==> src/hdl/sic_pkg.sv <==
// shared types and constants for the streaming inversion counter
package sic_pkg;

  localparam int unsigned ValueWidth      = 32;
  localparam int unsigned NewPairsWidth   = 8;
  localparam int unsigned TotalPairsWidth = 15;

  localparam logic [NewPairsWidth-1:0]   NEW_PAIRS_MAX = 8'hFF;
  localparam logic [TotalPairsWidth-1:0] TOTAL_MAX     = 15'h7FFF;

  // control and payload of the token walking the cell chain
  typedef struct packed {
    logic                         valid;
    logic signed [ValueWidth-1:0] value;
    logic                         last;
    logic                         full;
    logic                         placed;
  } sic_token_t;

endpackage

==> src/hdl/sic_out_if.sv <==
// output channel: one count result per transaction
interface sic_out_if;
  import sic_pkg::*;

  logic                       valid;
  logic                       ready;
  logic [NewPairsWidth-1:0]   new_pairs;
  logic [TotalPairsWidth-1:0] total_pairs;
  logic                       capacity_exceeded;
  logic                       out_last;

  modport source (
    output valid, output new_pairs, output total_pairs,
    output capacity_exceeded, output out_last, input ready
  );
  modport sink (
    input valid, input new_pairs, input total_pairs,
    input capacity_exceeded, input out_last, output ready
  );
endinterface

==> src/hdl/sic_tail.sv <==
// chain tail: running total, saturation and output register
module sic_tail
  import sic_pkg::*;
#(
  parameter int unsigned GtWidth = 8
) (
  input  logic               clk_i,
  input  logic               rst_ni,
  input  sic_token_t         tok_i,
  input  logic [GtWidth-1:0] gt_i,
  output logic               adv_o,
  sic_out_if.source          out_ch
);

  localparam int unsigned ExtWidth = (GtWidth > NewPairsWidth) ? GtWidth : NewPairsWidth;
  localparam int unsigned SumWidth =
    ((GtWidth > TotalPairsWidth) ? GtWidth : TotalPairsWidth) + 1;

  logic                       out_valid_q;
  logic [NewPairsWidth-1:0]   new_pairs_q;
  logic [TotalPairsWidth-1:0] total_out_q;
  logic                       full_q;
  logic                       last_q;
  logic [TotalPairsWidth-1:0] total_d;
  logic [TotalPairsWidth-1:0] total_q;
  logic [ExtWidth-1:0]        gt_ext;
  logic [SumWidth-1:0]        sum;
  logic [NewPairsWidth-1:0]   new_pairs_d;
  logic [TotalPairsWidth-1:0] total_new;

  assign adv_o  = !out_valid_q || out_ch.ready;
  assign gt_ext = ExtWidth'(gt_i);
  assign sum    = SumWidth'(total_q) + SumWidth'(gt_i);

  always_comb begin
    if (tok_i.full) begin
      new_pairs_d = '0;
      total_new   = total_q;
    end else begin
      new_pairs_d = (gt_ext > ExtWidth'(NEW_PAIRS_MAX)) ? NEW_PAIRS_MAX
                                                        : gt_ext[NewPairsWidth-1:0];
      total_new   = (sum > SumWidth'(TOTAL_MAX)) ? TOTAL_MAX
                                                 : sum[TotalPairsWidth-1:0];
    end
    total_d = total_q;
    if (adv_o && tok_i.valid) begin
      total_d = tok_i.last ? '0 : total_new;
    end
  end

  always_ff @(posedge clk_i or negedge rst_ni) begin
    if (!rst_ni) begin
      out_valid_q <= 1'b0;
      total_q     <= '0;
    end else begin
      total_q <= total_d;
      if (adv_o) begin
        out_valid_q <= tok_i.valid;
      end
    end
  end

  always_ff @(posedge clk_i) begin
    if (adv_o && tok_i.valid) begin
      new_pairs_q <= new_pairs_d;
      total_out_q <= total_new;
      full_q      <= tok_i.full;
      last_q      <= tok_i.last;
    end
  end

  assign out_ch.valid             = out_valid_q;
  assign out_ch.new_pairs         = new_pairs_q;
  assign out_ch.total_pairs       = total_out_q;
  assign out_ch.capacity_exceeded = full_q;
  assign out_ch.out_last          = last_q;

endmodule

==> src/flat_wrapper.sv <==
// flat-port wrapper written by rule: the top's interface ports become plain ports
module sic_tail_flat import sic_pkg::*;
#(
  parameter int unsigned GtWidth = 8
)
  (clk_i, rst_ni, tok_i, gt_i, adv_o, out_ch_valid, out_ch_new_pairs, out_ch_total_pairs, out_ch_capacity_exceeded, out_ch_out_last, out_ch_ready);
  sic_out_if out_ch_i ();
  input  logic clk_i;
  input  logic rst_ni;
  input  sic_token_t tok_i;
  input  logic [GtWidth-1:0] gt_i;
  output logic adv_o;
  output wire logic [$bits(out_ch_i.valid)-1:0] out_ch_valid;
  output wire logic [$bits(out_ch_i.new_pairs)-1:0] out_ch_new_pairs;
  output wire logic [$bits(out_ch_i.total_pairs)-1:0] out_ch_total_pairs;
  output wire logic [$bits(out_ch_i.capacity_exceeded)-1:0] out_ch_capacity_exceeded;
  output wire logic [$bits(out_ch_i.out_last)-1:0] out_ch_out_last;
  input wire logic [$bits(out_ch_i.ready)-1:0] out_ch_ready;
  assign out_ch_valid = out_ch_i.valid;
  assign out_ch_new_pairs = out_ch_i.new_pairs;
  assign out_ch_total_pairs = out_ch_i.total_pairs;
  assign out_ch_capacity_exceeded = out_ch_i.capacity_exceeded;
  assign out_ch_out_last = out_ch_i.out_last;
  assign out_ch_i.ready = out_ch_ready;
  sic_tail #(.GtWidth(GtWidth)) u_core (.clk_i(clk_i), .rst_ni(rst_ni), .tok_i(tok_i), .gt_i(gt_i), .adv_o(adv_o), .out_ch(out_ch_i));
endmodule
==> config.mk <==
export PLATFORM = sky130hd
export DESIGN_NAME = sic_tail_flat
export DESIGN_NICKNAME = d
export VERILOG_FILES = /design/src/hdl/sic_pkg.sv /design/src/hdl/sic_out_if.sv /design/src/hdl/sic_tail.sv /design/src/flat_wrapper.sv
export SDC_FILE = /design/constraint.sdc
export NUM_CORES = 1
export LEC_CHECK = 0
export BUFFER_PORTS_ARGS = -buffer_cell sky130_fd_sc_hd__buf_4
export CAP_MARGIN = 30
export CORE_ASPECT_RATIO = 0.8
export CORE_MARGIN = 3
export CORE_UTILIZATION = 55
export DETAILED_ROUTE_END_ITERATION = 8
export HOLD_SLACK_MARGIN = 0.05
export PLACE_DENSITY = 0.88
export SLEW_MARGIN = 20
export SYNTH_ARGS = -nofsm -noshare
export SYNTH_HDL_FRONTEND = slang
export SYNTH_SLANG_ARGS = --single-unit
export TNS_END_PERCENT = 50
==> constraint.sdc <==
create_clock -name clk_i -period 3.6 [get_ports clk_i]
set_input_delay 0.72 -clock clk_i [delete_from_list [all_inputs] [get_ports clk_i]]
set_output_delay 0.72 -clock clk_i [all_outputs]
set_load 0.05 [all_outputs]
==> out/results.txt <==
Number of global-route vias before repair: 1,770
Endpoint class of the critical path: register
Final count of pins violating max slew: 0
Clk pin slew, worst setup/hold paths: 80 ps
Largest net degree at the start of global routing: 28
Global-route wire length before repair: 8580 um
Arrival time worst endpoint: 2730 ps
Post-synthesis share of cell area spent on and, or, nand and nor gates: 16.2%
Clock Tree Root: clkbuf_8
Die H: 64.9 um
Most used flip-flop cell after synthesis: edfxtp_1
Count of max-cap constraint violations: 0
Placed cell count: 307
Adder-cell share of the synthesized area: 5.03%
Number of nets still failing antenna checks after routing: 0
Max Buffers Root-to-Sink: 2
Power density over the cells: 513 mW/mm2
Fmax: 0.374 GHz
Share of synthesized area spent on multiplexers: 3.57%
Initial cell density of the core: 60.0%
Antenna diode count: 0
Critical path fanouts, max: 3
Number of gates resized after cts: 0
Clock Sinks: 41
Vias per inst: 6.07
Number of cells in the finished layout apart from fillers: 315
Top library cells by usage in the layout, fill and taps aside: buf_4, edfxtp_1, o21ai_0
Last weighted congestion value of the routability-driven placer: 0.896
Net total in the final layout: 315
Initial detailed-routing violation count: 187
Final setup violation count: 0
Fraction of synthesized cell area in xor and xnor cells: 1.84%
Number of enable flip-flop cells after synthesis: 25
Fin crit period: 2670 ps
Post-synthesis compound-gate area fraction: 22.8%
Mapped cell area: 0.00239 mm2
Htree depth: 2
Gate count after technology mapping: 216
Input/output buffers: 40
Share of the clock period used by the worst path after layout: 74.2%
Hold violation total from the final report: 0
Hold WC Path Type: in -> async
Syn_area_per_cell: 11.0 um2
Worst slack at placement: 673 ps
Layout cell share with drive strength beyond 1: 27.3%
Number of CTS-inserted buffers: 5
Least setup slack across all paths after layout: 927 ps
Overall die area: 0.00517 mm2
Clock tree from TritonCTS: done
Number of distinct library cell variants in the gate-level netlist after synthesis: 52
Combinational family with the most area after synthesis: compound AO/OA/AOI/OAI gates
Leakage power: 1.22 nW
Area growth from synthesis to layout: 20.4%
Total wire length: 5280 um
Ys async rst share: 39.0%
Count of hold-fix buffers inserted at cts: 0
Detailed Place HPWL: 3740 um
Tot Pwr: 1.47 mW
Clk_skew: 8.00 ps
Status: completed
Number of antenna violations at the first check in global routing: 0
Sequential-to-total area share from yosys stat: 48.2%
Category of the worst setup path launch point: input port
Detailed Routing Iterations Pass 1: 4
Worst path required time: 3660 ps
Setup repair after global routing missed its margin: no
Leftover overflow at the end of global routing: 0
DRC violation count after routing: 0
Slew at the pin with the worst max-slew slack: 698 ps
Classification of the worst setup path: in -> reg
I/O pin total: 74
Accumulated negative setup slack: 0 ps
Post-CTS setup-driven buffer insertion count: 0
Number of nets in the synthesized netlist: 272
Clock latency at the later pin of the worst-skew pair: 300 ps
Placement Rows: 20
IR Drop Worst-Case VDD: 0.308 mV
Synth warn: 0
Most common cell after layout, fill and taps aside: buf_4
Core outline area: 0.00398 mm2
Flip-flop and latch count after synthesis: 41
Max transition margin: 53.4%
Routed wire length per instance: 16.8 um
Total GRT Usage: 21.3%
Via Count: 1,913
DIE WIDTH: 79.6 um
## Yosys cell counts, types with 2 or more instances
library cell	n	area (um2)
edfxtp_1	25	751
o21ai_0	22	110
dfrtp_1	16	400
nand2_1	14	52.6
nor2b_1	10	62.6
a21oi_1	9	45.0
nor2_1	9	33.8
ha_1	8	100
nor3_1	8	40.0
o21a_1	8	60.1
inv_1	7	26.3
a211oi_1	5	37.5
nand3_1	5	25.0
a211o_1	4	35.0
mux2_2	4	45.0
mux2i_1	4	40.0
nand2b_1	4	25.0
a21bo_2	3	30.0
a21o_1	3	22.5
a41oi_1	3	26.3
and4b_1	3	30.0
nand3_2	3	30.0
xnor2_1	3	26.3
a2111oi_0	2	17.5
buf_4	2	15.0
clkbuf_1	2	7.51
nand4_1	2	12.5
o21ai_1	2	10.0
or3_1	2	12.5
xor2_1	2	17.5
## cells by family (layout without fill, tap and decap cells)
group	Yosys count	in the layout
AO/OA/AOI/OAI	74	74
buffers and inverters	13	57
adder cells (fa/ha/maj)	9	9
AND/OR/NAND/NOR	66	66
flip-flops	41	41
XOR/XNOR	5	5
multiplexers	8	8
## where the power goes
part	total (mW)	internal, mW	switching (mW)
Combinational	0.452	0.168	0.285
Sequential	0.583	0.555	0.0281
Clock	0.437	0.275	0.162
Total	1.47	0.998	0.475
## path summary, 6_finish.rpt
path | to | slack [ps] | startpoint | depth (start not counted)
max | u_core.out_ch.total_pairs[6]$_DFFE_PP_ | 930 | gt_i[0] | 8
min reg2reg | u_core.total_q[5]$_DFFE_PN0P_ | 560 | u_core.total_q[5]$_DFFE_PN0P_ | 2
max reg2reg | u_core.out_ch.total_pairs[6]$_DFFE_PP_ | 1050 | u_core.total_q[0]$_DFFE_PN0P_ | 7
max in group asynchronous | u_core.out_ch.valid$_DFFE_PN0N_ | 3130 | rst_ni | 1
min in group clk_i | u_core.total_q[5]$_DFFE_PN0P_ | 560 | u_core.total_q[5]$_DFFE_PN0P_ | 2
min | u_core.total_q[0]$_DFFE_PN0P_ | 270 | rst_ni | 1
## critical path, stage by stage
cell      delay, ps
buf_4           110
ha_1            210
fa_1            440
a211o_1         340
and4b_1         190
a311oi_1        250
nand3_1         160
mux2_2          290
## layout make-up
cell class | count | area (um2)
Multi-Input combinational cell | 162 | 1180
Timing Repair Buffer | 42 | 315
Sequential cell | 41 | 1150
Inverter | 7 | 26.3
Tap cell | 55 | 68.8
Clock inverter | 3 | 65.1
Clock buffer | 5 | 68.8
Fill cell | 273 | 1110
## per-stage QoR
stage          hold slack (ps)  utilization [%]  cell area, um2
6_report                   269             72.2            2870
2_1_floorplan              424                -            2390
3_3_place_gp               522             68.8            2740
5_1_grt                    289             72.2            2870
4_1_cts                    287             72.2            2870
3_5_place_dp               541             68.8            2740
## per-layer routing
| layer | part of all wire [%] | up-vias | track usage (%) |
|---|---|---|---|
| met5 | 0 | - | 0 |
| met4 | 0.57 | 0 | 5.36 |
| met3 | 8.3 | 4 | 5.56 |
| met2 | 46 | 85 | 32.4 |
| met1 | 45 | 914 | 30.3 |
| li1 | - | 910 | - |
## flip-flops by register name, summed over array words and instances (netlist names)
name                             count
u_core.out_ch.capacity_exceeded      1
u_core.out_ch.out_last               1
u_core.total_q                      15
u_core.out_ch.valid                  1
u_core.out_ch.total_pairs           15
u_core.out_ch.new_pairs              8
Note: power is estimated with default switching activity, not from simulation.
