`src/hdl/sic_pkg.sv`:
```
// shared types and constants for the streaming inversion counter
package sic_pkg;

  localparam int unsigned ValueWidth      = 32;
  localparam int unsigned NewPairsWidth   = 8;
  localparam int unsigned TotalPairsWidth = 15;

  localparam logic [NewPairsWidth-1:0]   NEW_PAIRS_MAX = 8'hFF;
  localparam logic [TotalPairsWidth-1:0] TOTAL_MAX     = 15'h7FFF;

  // control and payload of the token walking the cell chain
  typedef struct packed {
    logic                         valid;
    logic signed [ValueWidth-1:0] value;
    logic                         last;
    logic                         full;
    logic                         placed;
  } sic_token_t;

endpackage

```
`src/hdl/sic_cell.sv`:
```
// one chain cell: holds a stored value, compares or stores the passing token
module sic_cell
  import sic_pkg::*;
#(
  parameter int unsigned RemWidth = 8,
  parameter int unsigned GtWidth  = 8
) (
  input  logic                clk_i,
  input  logic                rst_ni,
  input  logic                adv_i,
  input  sic_token_t          tok_i,
  input  logic [RemWidth-1:0] rem_i,
  input  logic [GtWidth-1:0]  gt_i,
  output sic_token_t          tok_o,
  output logic [RemWidth-1:0] rem_o,
  output logic [GtWidth-1:0]  gt_o
);

  logic signed [ValueWidth-1:0] stored_q;
  logic                         valid_q;
  sic_token_t                   tok_d;
  sic_token_t                   tok_q;
  logic [RemWidth-1:0]          rem_d;
  logic [RemWidth-1:0]          rem_q;
  logic [GtWidth-1:0]           gt_d;
  logic [GtWidth-1:0]           gt_q;
  logic                         active;
  logic                         store_here;

  assign active     = tok_i.valid && !tok_i.full && !tok_i.placed;
  assign store_here = active && (rem_i == '0);

  always_comb begin
    tok_d = tok_i;
    rem_d = rem_i;
    gt_d  = gt_i;
    if (store_here) begin
      tok_d.placed = 1'b1;
    end else if (active) begin
      rem_d = rem_i - RemWidth'(1);
      gt_d  = gt_i + GtWidth'(stored_q > tok_i.value);
    end
  end

  always_ff @(posedge clk_i or negedge rst_ni) begin
    if (!rst_ni) begin
      valid_q <= 1'b0;
    end else if (adv_i) begin
      valid_q <= tok_i.valid;
    end
  end

  always_ff @(posedge clk_i) begin
    if (adv_i) begin
      tok_q <= tok_d;
      rem_q <= rem_d;
      gt_q  <= gt_d;
      if (store_here) begin
        stored_q <= tok_i.value;
      end
    end
  end

  always_comb begin
    tok_o       = tok_q;
    tok_o.valid = valid_q;
  end

  assign rem_o = rem_q;
  assign gt_o  = gt_q;

endmodule

```
`config.mk`:
```
export PLATFORM = sky130hd
export DESIGN_NAME = sic_cell
export DESIGN_NICKNAME = d
export VERILOG_FILES = /design/src/hdl/sic_pkg.sv /design/src/hdl/sic_cell.sv
export SDC_FILE = /design/constraint.sdc
export NUM_CORES = 1
export LEC_CHECK = 0
export BUFFER_PORTS_ARGS = -buffer_cell sky130_fd_sc_hd__buf_2
export CAP_MARGIN = 20
export CORE_UTILIZATION = 56
export CTS_CLUSTER_SIZE = 25
export DETAILED_ROUTE_END_ITERATION = 6
export GPL_ROUTABILITY_DRIVEN = 0
export PLACE_DENSITY = 0.85
export SETUP_SLACK_MARGIN = 0.4
export SLEW_MARGIN = 20
export SYNTH_ARGS = -nofsm -noshare
export SYNTH_HDL_FRONTEND = slang
export SYNTH_SLANG_ARGS = --single-unit
```
`constraint.sdc`:
```
create_clock -name clk_i -period 4.03 [get_ports clk_i]
set_input_delay 0.403 -clock clk_i [delete_from_list [all_inputs] [get_ports clk_i]]
set_output_delay 0.403 -clock clk_i [all_outputs]
set_load 0.02 [all_outputs]
```
==> metrics.txt, run 1 <==
# TYPE chip_impl_metric gauge
chip_impl_info{name="result_of_the_run",value="completed"} 1
chip_impl_metric{name="ys_seq_elements",unit=""} 84
chip_impl_metric{name="avgRoutedWirePerCell",unit="um"} 14.1
chip_impl_metric{name="report.final.setup_viol",unit=""} 0
chip_impl_metric{name="worst_ep_required_time",unit="ps"} 4140
chip_impl_metric{name="post_synth_xor_area_fraction",unit="%"} 2.84
chip_impl_metric{name="drtIter0Drc",unit=""} 115
chip_impl_metric{name="rows",unit=""} 29
chip_impl_metric{name="drive_gt1_share",unit="%"} 34.1
chip_impl_metric{name="finalMaxSlewViolations",unit=""} 0
chip_impl_metric{name="ctsHoldBuffers",unit=""} 1
chip_impl_info{name="ys_dominant_reg_cell",value="edfxtp_1"} 1
chip_impl_metric{name="vias_in_the_first_global_route",unit=""} 2388
chip_impl_info{name="synth_top_family_by_area",value="adder cells"} 1
chip_impl_info{name="worst_r2r_endpoint",value="gt_o[6]"} 1
chip_impl_info{name="hold_start",value="tok_i[2]"} 1
chip_impl_metric{name="antenna_cells_inserted",unit=""} 0
chip_impl_info{name="timing.rr.start",value="stored_q[14]"} 1
chip_impl_info{name="clock_tree.root_cell",value="clkbuf_8"} 1
chip_impl_metric{name="route.vias.total",unit=""} 2368
chip_impl_metric{name="synth_mux_area_share",unit="%"} 0.574
chip_impl_metric{name="timing_hold_violations_final",unit=""} 0
chip_impl_info{name="synth.most_common_cell",value="edfxtp_1"} 1
chip_impl_metric{name="number_of_flops_mapped_to_enable_cells_by_yosys",unit=""} 83
chip_impl_metric{name="core_area",unit="um2"} 6350
chip_impl_metric{name="clkLatencyLatePin",unit="ps"} 350
chip_impl_metric{name="synth-simple-area-share",unit="%"} 7.53
chip_impl_metric{name="clockBufferDepth",unit=""} 2
chip_impl_metric{name="finalNetCount",unit=""} 463
chip_impl_metric{name="die_width",unit="um"} 83.3
chip_impl_metric{name="synth-adder-area-share",unit="%"} 11.8
chip_impl_metric{name="pwr_density_cell",unit="nW/um2"} 419
chip_impl_metric{name="viasPerCell",unit=""} 5.20
chip_impl_metric{name="grt_pass1_wl",unit="um"} 10600
chip_impl_metric{name="achievable-frequency",unit="MHz"} 333
chip_impl_metric{name="route.detailed.drc",unit=""} 0
chip_impl_metric{name="post_cts_buffers",unit=""} 0
chip_impl_metric{name="starting_density",unit="%"} 58.3
chip_impl_metric{name="track_usage",unit="%"} 20.0
chip_impl_metric{name="critical_path.max_fanout",unit=""} 4
chip_impl_metric{name="post-layout-total-power",unit="W"} 0.00192
chip_impl_metric{name="antenna_found_initial",unit=""} 0
chip_impl_metric{name="max-vdd-ir-drop",unit="uV"} 347
chip_impl_metric{name="whs_path_depth",unit=""} 1
chip_impl_metric{name="place.detailed.instances",unit=""} 438
chip_impl_metric{name="layout.area.seq",unit="um2"} 2520
chip_impl_metric{name="netlist.area_leader.share",unit="%"} 67.3
chip_impl_metric{name="cp_data_arrival_time",unit="ps"} 3110
chip_impl_metric{name="hpwl",unit="um"} 4780
chip_impl_metric{name="avgSynthCellArea",unit="um2"} 14.6
chip_impl_metric{name="seq_area_frac_synth",unit="%"} 68.0
chip_impl_metric{name="tritoncts_num_sinks",unit=""} 84
chip_impl_metric{name="worst_slew_margin_rel",unit="%"} 62.0
chip_impl_metric{name="worst_slew_pin_slew",unit="ps"} 570
chip_impl_metric{name="ff2ff_setup_slack",unit="ps"} 1030
chip_impl_info{name="critical_path_source_type",value="flop"} 1
chip_impl_metric{name="floorplan.die_area",unit="um2"} 6940
chip_impl_metric{name="post_synth_instance_area",unit="um2"} 3700
chip_impl_info{name="setup.worst_path.class",value="reg -> reg"} 1
chip_impl_metric{name="ff2ff_path_depth",unit=""} 11
chip_impl_metric{name="post_synthesis_async_set_or_reset_flop_share",unit="%"} 1.19
chip_impl_metric{name="yosys.cell_types.count",unit=""} 33
chip_impl_metric{name="fin_crit_sh",unit="%"} 74.5
chip_impl_metric{name="synthToLayoutAreaGrowth",unit="%"} 23.9
chip_impl_metric{name="clkSlewWorstSetupHoldPaths",unit="ps"} 80
chip_impl_metric{name="count_of_antenna_violating_nets_left_after_detailed_routing",unit=""} 0
chip_impl_metric{name="layout.filler_cells",unit=""} 447
chip_impl_info{name="rsz_0062_raised_after_global_routing",value="false"} 1
chip_impl_metric{name="fin_skew",unit="ps"} 7.35
chip_impl_metric{name="grt_max_degree",unit=""} 33
chip_impl_metric{name="postSynthNetCount",unit=""} 344
chip_impl_metric{name="cts_buf_count",unit=""} 9
chip_impl_metric{name="drt_first_pass_iters",unit=""} 6
chip_impl_metric{name="power_leakage",unit="nW"} 2.03
chip_impl_metric{name="fin_util",unit="%"} 72.2
chip_impl_metric{name="cap_viol_max_count",unit=""} 0
chip_impl_metric{name="post_cts.resized_instances",unit=""} 0
chip_impl_metric{name="fin_setup_tns",unit="ps"} 0
chip_impl_info{name="synth.top_cells.by_count",value="83 x edfxtp_1, 37 x inv_1, 35 x ha_1"} 1
chip_impl_metric{name="synthCells",unit=""} 254
chip_impl_metric{name="period_minus_slack",unit="ps"} 3000
chip_impl_metric{name="yosys_warnings",unit=""} 0
chip_impl_info{name="holdPathEnd",value="tok_o[2]"} 1
chip_impl_metric{name="die_height",unit="um"} 83.3
chip_impl_info{name="endpoint_kind_of_the_worst_setup_timing_path",value="flop"} 1
chip_impl_info{name="ys_top_cells_by_area",value="edfxtp_1 67%, ha_1 12%, inv_1 3.8%, xnor2_1 2.1%, nand2_1 1.9%"} 1
chip_impl_metric{name="final_cell_count_no_fill",unit=""} 455
chip_impl_info{name="min-delay-path-class",value="in -> reg"} 1
chip_impl_metric{name="multi_input_logic_area",unit="um2"} 1040
chip_impl_info{name="dominant_cell_type_by_area_after_synthesis",value="edfxtp_1"} 1
chip_impl_info{name="tritoncts",value="done"} 1
chip_impl_metric{name="totalWireLength",unit="um"} 6420
chip_impl_metric{name="h_tree_depth",unit=""} 3
chip_impl_metric{name="globalRoute.totalOverflow",unit=""} 0
chip_impl_metric{name="io_buffers",unit=""} 106
chip_impl_metric{name="num_io_pins",unit=""} 107
chip_impl_metric{name="post_synthesis_compound_gate_area_fraction",unit="%"} 5.30
-- worst max-delay path, cell delays in order, from the launching register on --
cell and delay, ps:
edfxtp_1 390, ha_1 330, nand4_1 170, nor4_1 450, a21boi_0 240, o31ai_1 100, o2111ai_1 120, mux2i_1 260
ha_1 260, ha_1 220, nand3_1 100, xnor2_1 130
-- power breakdown --
group | switching [W] | leakage [nW] | internal (W)
Sequential | 0.00000923 | 0.798 | 0.00101
Clock | 0.000289 | 0.117 | 0.000409
Combinational | 0.000133 | 1.11 | 0.0000754
-- registers in the layout, summed over array words and instances (netlist names) --
name      count
valid_q       1
stored_q     32
gt_o          8
rem_o         8
tok_o        35
-- layout make-up --
class | count | share of cell area (%)
Clock inverter | 7 | 2.51
Sequential cell | 84 | 54.9
Tap cell | 77 | 2.10
Clock buffer | 9 | 2.70
Inverter | 37 | 3.03
Multi-Input combinational cell | 132 | 22.7
Timing Repair Buffer | 109 | 12.1
-- worst max-delay path by stage --
stage               cells past startpoint         start  slack (ps)      end
detailed placement                     13     tok_i[17]         810  gt_o[6]
CTS                                    11  stored_q[14]         970  gt_o[6]
global route                           11  stored_q[14]         760  gt_o[4]
finish                                 11  stored_q[14]        1030  gt_o[6]
global placement                       13     tok_i[17]         960  gt_o[4]
floorplan                              12     tok_i[17]        1320  gt_o[7]
-- stage by stage --
step | instance area (um2) | worst slack, ps | hold WS, ps
CTS | 4590 | 969 | 216
finish | 4590 | 1030 | 236
global route | 4590 | 762 | 217
floorplan | 3700 | 1320 | 107
global placement | 4340 | 963 | 177
detailed placement | 4340 | 805 | 180
-- metal layers --
layer	GRT usage [%]	vias up	wire length [um]
met5	0	-	0
met4	7.21	0	87
met3	9.34	9	586
met2	32.3	96	3100
met1	23.5	1089	2640
li1	-	1174	-
-- cells in the final DEF (no fill, tap or decap), types with 2 or more instances in the layout --
cell type,count
nor3_1,3
o21ai_0,6
inv_1,37
nand4_1,8
a21o_1,4
and3_1,2
xnor2_1,9
nor4_1,4
clkbuf_8,9
nand2_1,19
xor2_1,3
buf_2,106
ha_1,35
nor2_1,4
buf_4,2
nand3_1,7
a21oi_1,12
bufinv_16,3
edfxtp_1,83
-- cell families (layout without fill, tap and decap cells) --
family,count (synthesis),after routing
fa+ha+maj,35,35
simple gates,54,54
mux,2,2
compound gates,29,29
xor+xnor,12,12
buf+inv,38,162
flops,84,84
(Power assumes the default switching activity.)
==> inputs of run 2 (changes only) <==
--- a/config.mk
+++ b/config.mk
@@ -7,11 +7,11 @@
 export LEC_CHECK = 0
 export BUFFER_PORTS_ARGS = -buffer_cell sky130_fd_sc_hd__buf_2
 export CAP_MARGIN = 20
-export CORE_UTILIZATION = 56
+export CORE_UTILIZATION = 52
 export CTS_CLUSTER_SIZE = 25
 export DETAILED_ROUTE_END_ITERATION = 6
 export GPL_ROUTABILITY_DRIVEN = 0
-export PLACE_DENSITY = 0.85
+export PLACE_DENSITY = 0.8
 export SETUP_SLACK_MARGIN = 0.4
 export SLEW_MARGIN = 20
 export SYNTH_ARGS = -nofsm -noshare
==> constraint.sdc (replaced) <==
create_clock -name clk_i -period 3.05 [get_ports clk_i]
set_input_delay 0.305 -clock clk_i [delete_from_list [all_inputs] [get_ports clk_i]]
set_output_delay 0.305 -clock clk_i [all_outputs]
set_load 0.02 [all_outputs]
==> metrics.txt, run 2 (synthesis results as in run 1) <==
# TYPE chip_impl_metric gauge
chip_impl_info{name="result_of_the_run",value="completed"} 1
chip_impl_metric{name="cap_viol_max_count",unit=""} 0
chip_impl_metric{name="timing_hold_violations_final",unit=""} 0
chip_impl_metric{name="finalNetCount",unit=""} 466
chip_impl_metric{name="worst_ep_required_time",unit="ps"} 3160
chip_impl_metric{name="achievable-frequency",unit="MHz"} 352
chip_impl_metric{name="grt_max_degree",unit=""} 33
chip_impl_metric{name="max-vdd-ir-drop",unit="uV"} 281
chip_impl_info{name="most_common_cell_after_layout_fill_and_taps_aside",value="buf_2"} 1
chip_impl_metric{name="worst_slew_pin_slew",unit="ps"} 578
chip_impl_metric{name="clockBufferDepth",unit=""} 2
chip_impl_metric{name="clkLatencyLatePin",unit="ps"} 360
chip_impl_metric{name="antenna_found_initial",unit=""} 0
chip_impl_info{name="cp-startpoint",value="stored_q[10]"} 1
chip_impl_metric{name="clkSlewWorstSetupHoldPaths",unit="ps"} 80
chip_impl_metric{name="avgRoutedWirePerCell",unit="um"} 14.3
chip_impl_metric{name="ff2ff_path_depth",unit=""} 12
chip_impl_metric{name="rows",unit=""} 30
chip_impl_info{name="tritoncts",value="done"} 1
chip_impl_metric{name="globalRoute.totalOverflow",unit=""} 0
chip_impl_info{name="worstPathCellList",value="ha_4 > nand4_1 > nor4_2 > buf_4 > a21boi_2 > o31ai_1 > o2111ai_1 > mux2i_1 > ha_2 > and3_4 > and3_4 > xor2_1"} 1
chip_impl_metric{name="whs_path_depth",unit=""} 1
chip_impl_metric{name="antenna_cells_inserted",unit=""} 0
chip_impl_info{name="setup.worst_path.class",value="reg -> reg"} 1
chip_impl_info{name="cp_top_family",value="simple AND/OR/NAND/NOR gates"} 1
chip_impl_metric{name="layout.filler_cells",unit=""} 521
chip_impl_metric{name="worst_slew_margin_rel",unit="%"} 61.4
chip_impl_metric{name="die_width",unit="um"} 86.4
chip_impl_info{name="final_cell_mix",value="106 x buf_2, 83 x edfxtp_1, 37 x inv_1"} 1
chip_impl_metric{name="count_of_antenna_violating_nets_left_after_detailed_routing",unit=""} 0
chip_impl_info{name="holdPathEnd",value="tok_o[2]"} 1
chip_impl_metric{name="period_minus_slack",unit="ps"} 2840
chip_impl_metric{name="route.vias.total",unit=""} 2391
chip_impl_metric{name="critical_path.max_stage_delay",unit="ps"} 410
chip_impl_metric{name="drive_gt1_share",unit="%"} 37.8
chip_impl_metric{name="fin_skew",unit="ps"} 9.14
chip_impl_info{name="hold_start",value="tok_i[2]"} 1
chip_impl_info{name="timing.rr.start",value="stored_q[10]"} 1
chip_impl_metric{name="path_buf_inv",unit=""} 1
chip_impl_info{name="critical_path_source_type",value="flop"} 1
chip_impl_metric{name="drtIter0Drc",unit=""} 131
chip_impl_info{name="crit_slowest_cell",value="edfxtp_1"} 1
chip_impl_metric{name="cp_data_arrival_time",unit="ps"} 2960
chip_impl_info{name="clock_tree.root_cell",value="clkbuf_8"} 1
chip_impl_metric{name="die_height",unit="um"} 86.4
chip_impl_metric{name="cts_buf_count",unit=""} 9
chip_impl_metric{name="ff2ff_setup_slack",unit="ps"} 210
chip_impl_metric{name="largest_reg_flops",unit=""} 35
chip_impl_metric{name="power_leakage",unit="nW"} 2.03
chip_impl_info{name="rsz_0062_raised_after_global_routing",value="true"} 1
chip_impl_metric{name="finalMaxSlewViolations",unit=""} 0
chip_impl_info{name="min-delay-path-class",value="in -> reg"} 1
chip_impl_metric{name="report.final.setup_viol",unit=""} 0
chip_impl_metric{name="pwr_density_cell",unit="nW/um2"} 525
chip_impl_metric{name="core_area",unit="um2"} 6830
chip_impl_metric{name="fin_util",unit="%"} 68.6
chip_impl_metric{name="track_usage",unit="%"} 19.7
chip_impl_metric{name="totalWireLength",unit="um"} 6820
chip_impl_metric{name="fin_crit_sh",unit="%"} 93.2
chip_impl_info{name="worst_r2r_endpoint",value="gt_o[7]"} 1
chip_impl_metric{name="h_tree_depth",unit=""} 3
chip_impl_info{name="critical-path-top-cell-by-count",value="and3_4"} 1
chip_impl_metric{name="starting_density",unit="%"} 54.2
chip_impl_metric{name="vias_in_the_first_global_route",unit=""} 2299
chip_impl_metric{name="grt_pass1_wl",unit="um"} 10600
chip_impl_metric{name="tritoncts_num_sinks",unit=""} 84
chip_impl_metric{name="num_io_pins",unit=""} 107
chip_impl_metric{name="hpwl",unit="um"} 4920
chip_impl_metric{name="floorplan.die_area",unit="um2"} 7460
chip_impl_metric{name="critical_path.max_fanout",unit=""} 3
chip_impl_metric{name="io_buffers",unit=""} 106
chip_impl_metric{name="viasPerCell",unit=""} 5.01
chip_impl_metric{name="synthToLayoutAreaGrowth",unit="%"} 26.6
chip_impl_metric{name="fin_setup_tns",unit="ps"} 0
chip_impl_metric{name="route.detailed.drc",unit=""} 0
chip_impl_metric{name="drt_first_pass_iters",unit=""} 4
chip_impl_info{name="endpoint_kind_of_the_worst_setup_timing_path",value="flop"} 1
==> run 2: cell types whose count changed in the layout (fill, tap and decap cells not counted), moves of 2 or more <==
cell / before / now
nand3_1: 7 / 5
and3_1: 2 / 0
clkinv_2: 1 / 3
ha_1: 35 / 30
buf_4: 2 / 5
nand3_2: 0 / 2
and3_4: 1 / 3
nand2_1: 19 / 17
nand2_2: 0 / 2
ha_4: 0 / 4
==> run 2: worst max path at each step <==
stage	endpoint	slack, ps	depth (start not counted)
floorplan	gt_o[7]	420	11
global placement	gt_o[4]	40	14
detailed placement	gt_o[4]	-20	14
CTS	gt_o[7]	210	12
global route	gt_o[7]	-1	12
finish	gt_o[7]	210	12
==> run 2: area by class of cell <==
type                    count  area [um2]  share of cell area (%)
multi-input cells         132        1130                    24.0
clock inverters             6        78.8                    1.68
flip-flops and latches     84        2520                    53.7
well taps                  96         120                    2.56
clock buffers              10         128                    2.72
repair buffers            112         578                    12.3
inverters                  37         139                    2.96
==> run 2: report_power, final <==
group          leakage (nW)  switching [W]  total [W]  internal (W)
Sequential            0.798      0.0000126    0.00134       0.00133
Clock                 0.107       0.000378   0.000832      0.000454
Combinational          1.12       0.000181   0.000287      0.000106
Total                  2.03       0.000572    0.00246       0.00189
==> run 2: stage by stage <==
stage	cell area [um2]	hold WS (ps)	total power, W	cells	setup WS (ps)
floorplan	3700	9.41	0.00151	254	424
global placement	4380	79.7	0.00164	459	44.0
detailed placement	4380	82.2	0.00165	459	-21.7
CTS	4650	125	0.00248	477	205
global route	4690	111	0.00256	477	-1.33
finish	4690	140	0.00246	477	207
==> run 2: repair_timing <==
action	in CTS	in global routing
buffers inserted	1	0
endpoints found under the setup margin	8	8
hold endpoints to repair	1	0
pin swaps	8	1
hold buffers	1	0
gates resized for setup	10	5
==> run 2: routing by layer <==
layer	part of all wire [%]	track usage, %	vias to the layer above
li1	-	-	1178
met1	41	22.2	1129
met2	51	33.4	75
met3	6.9	9.24	9
met4	1.2	6.21	0
met5	0	0	-
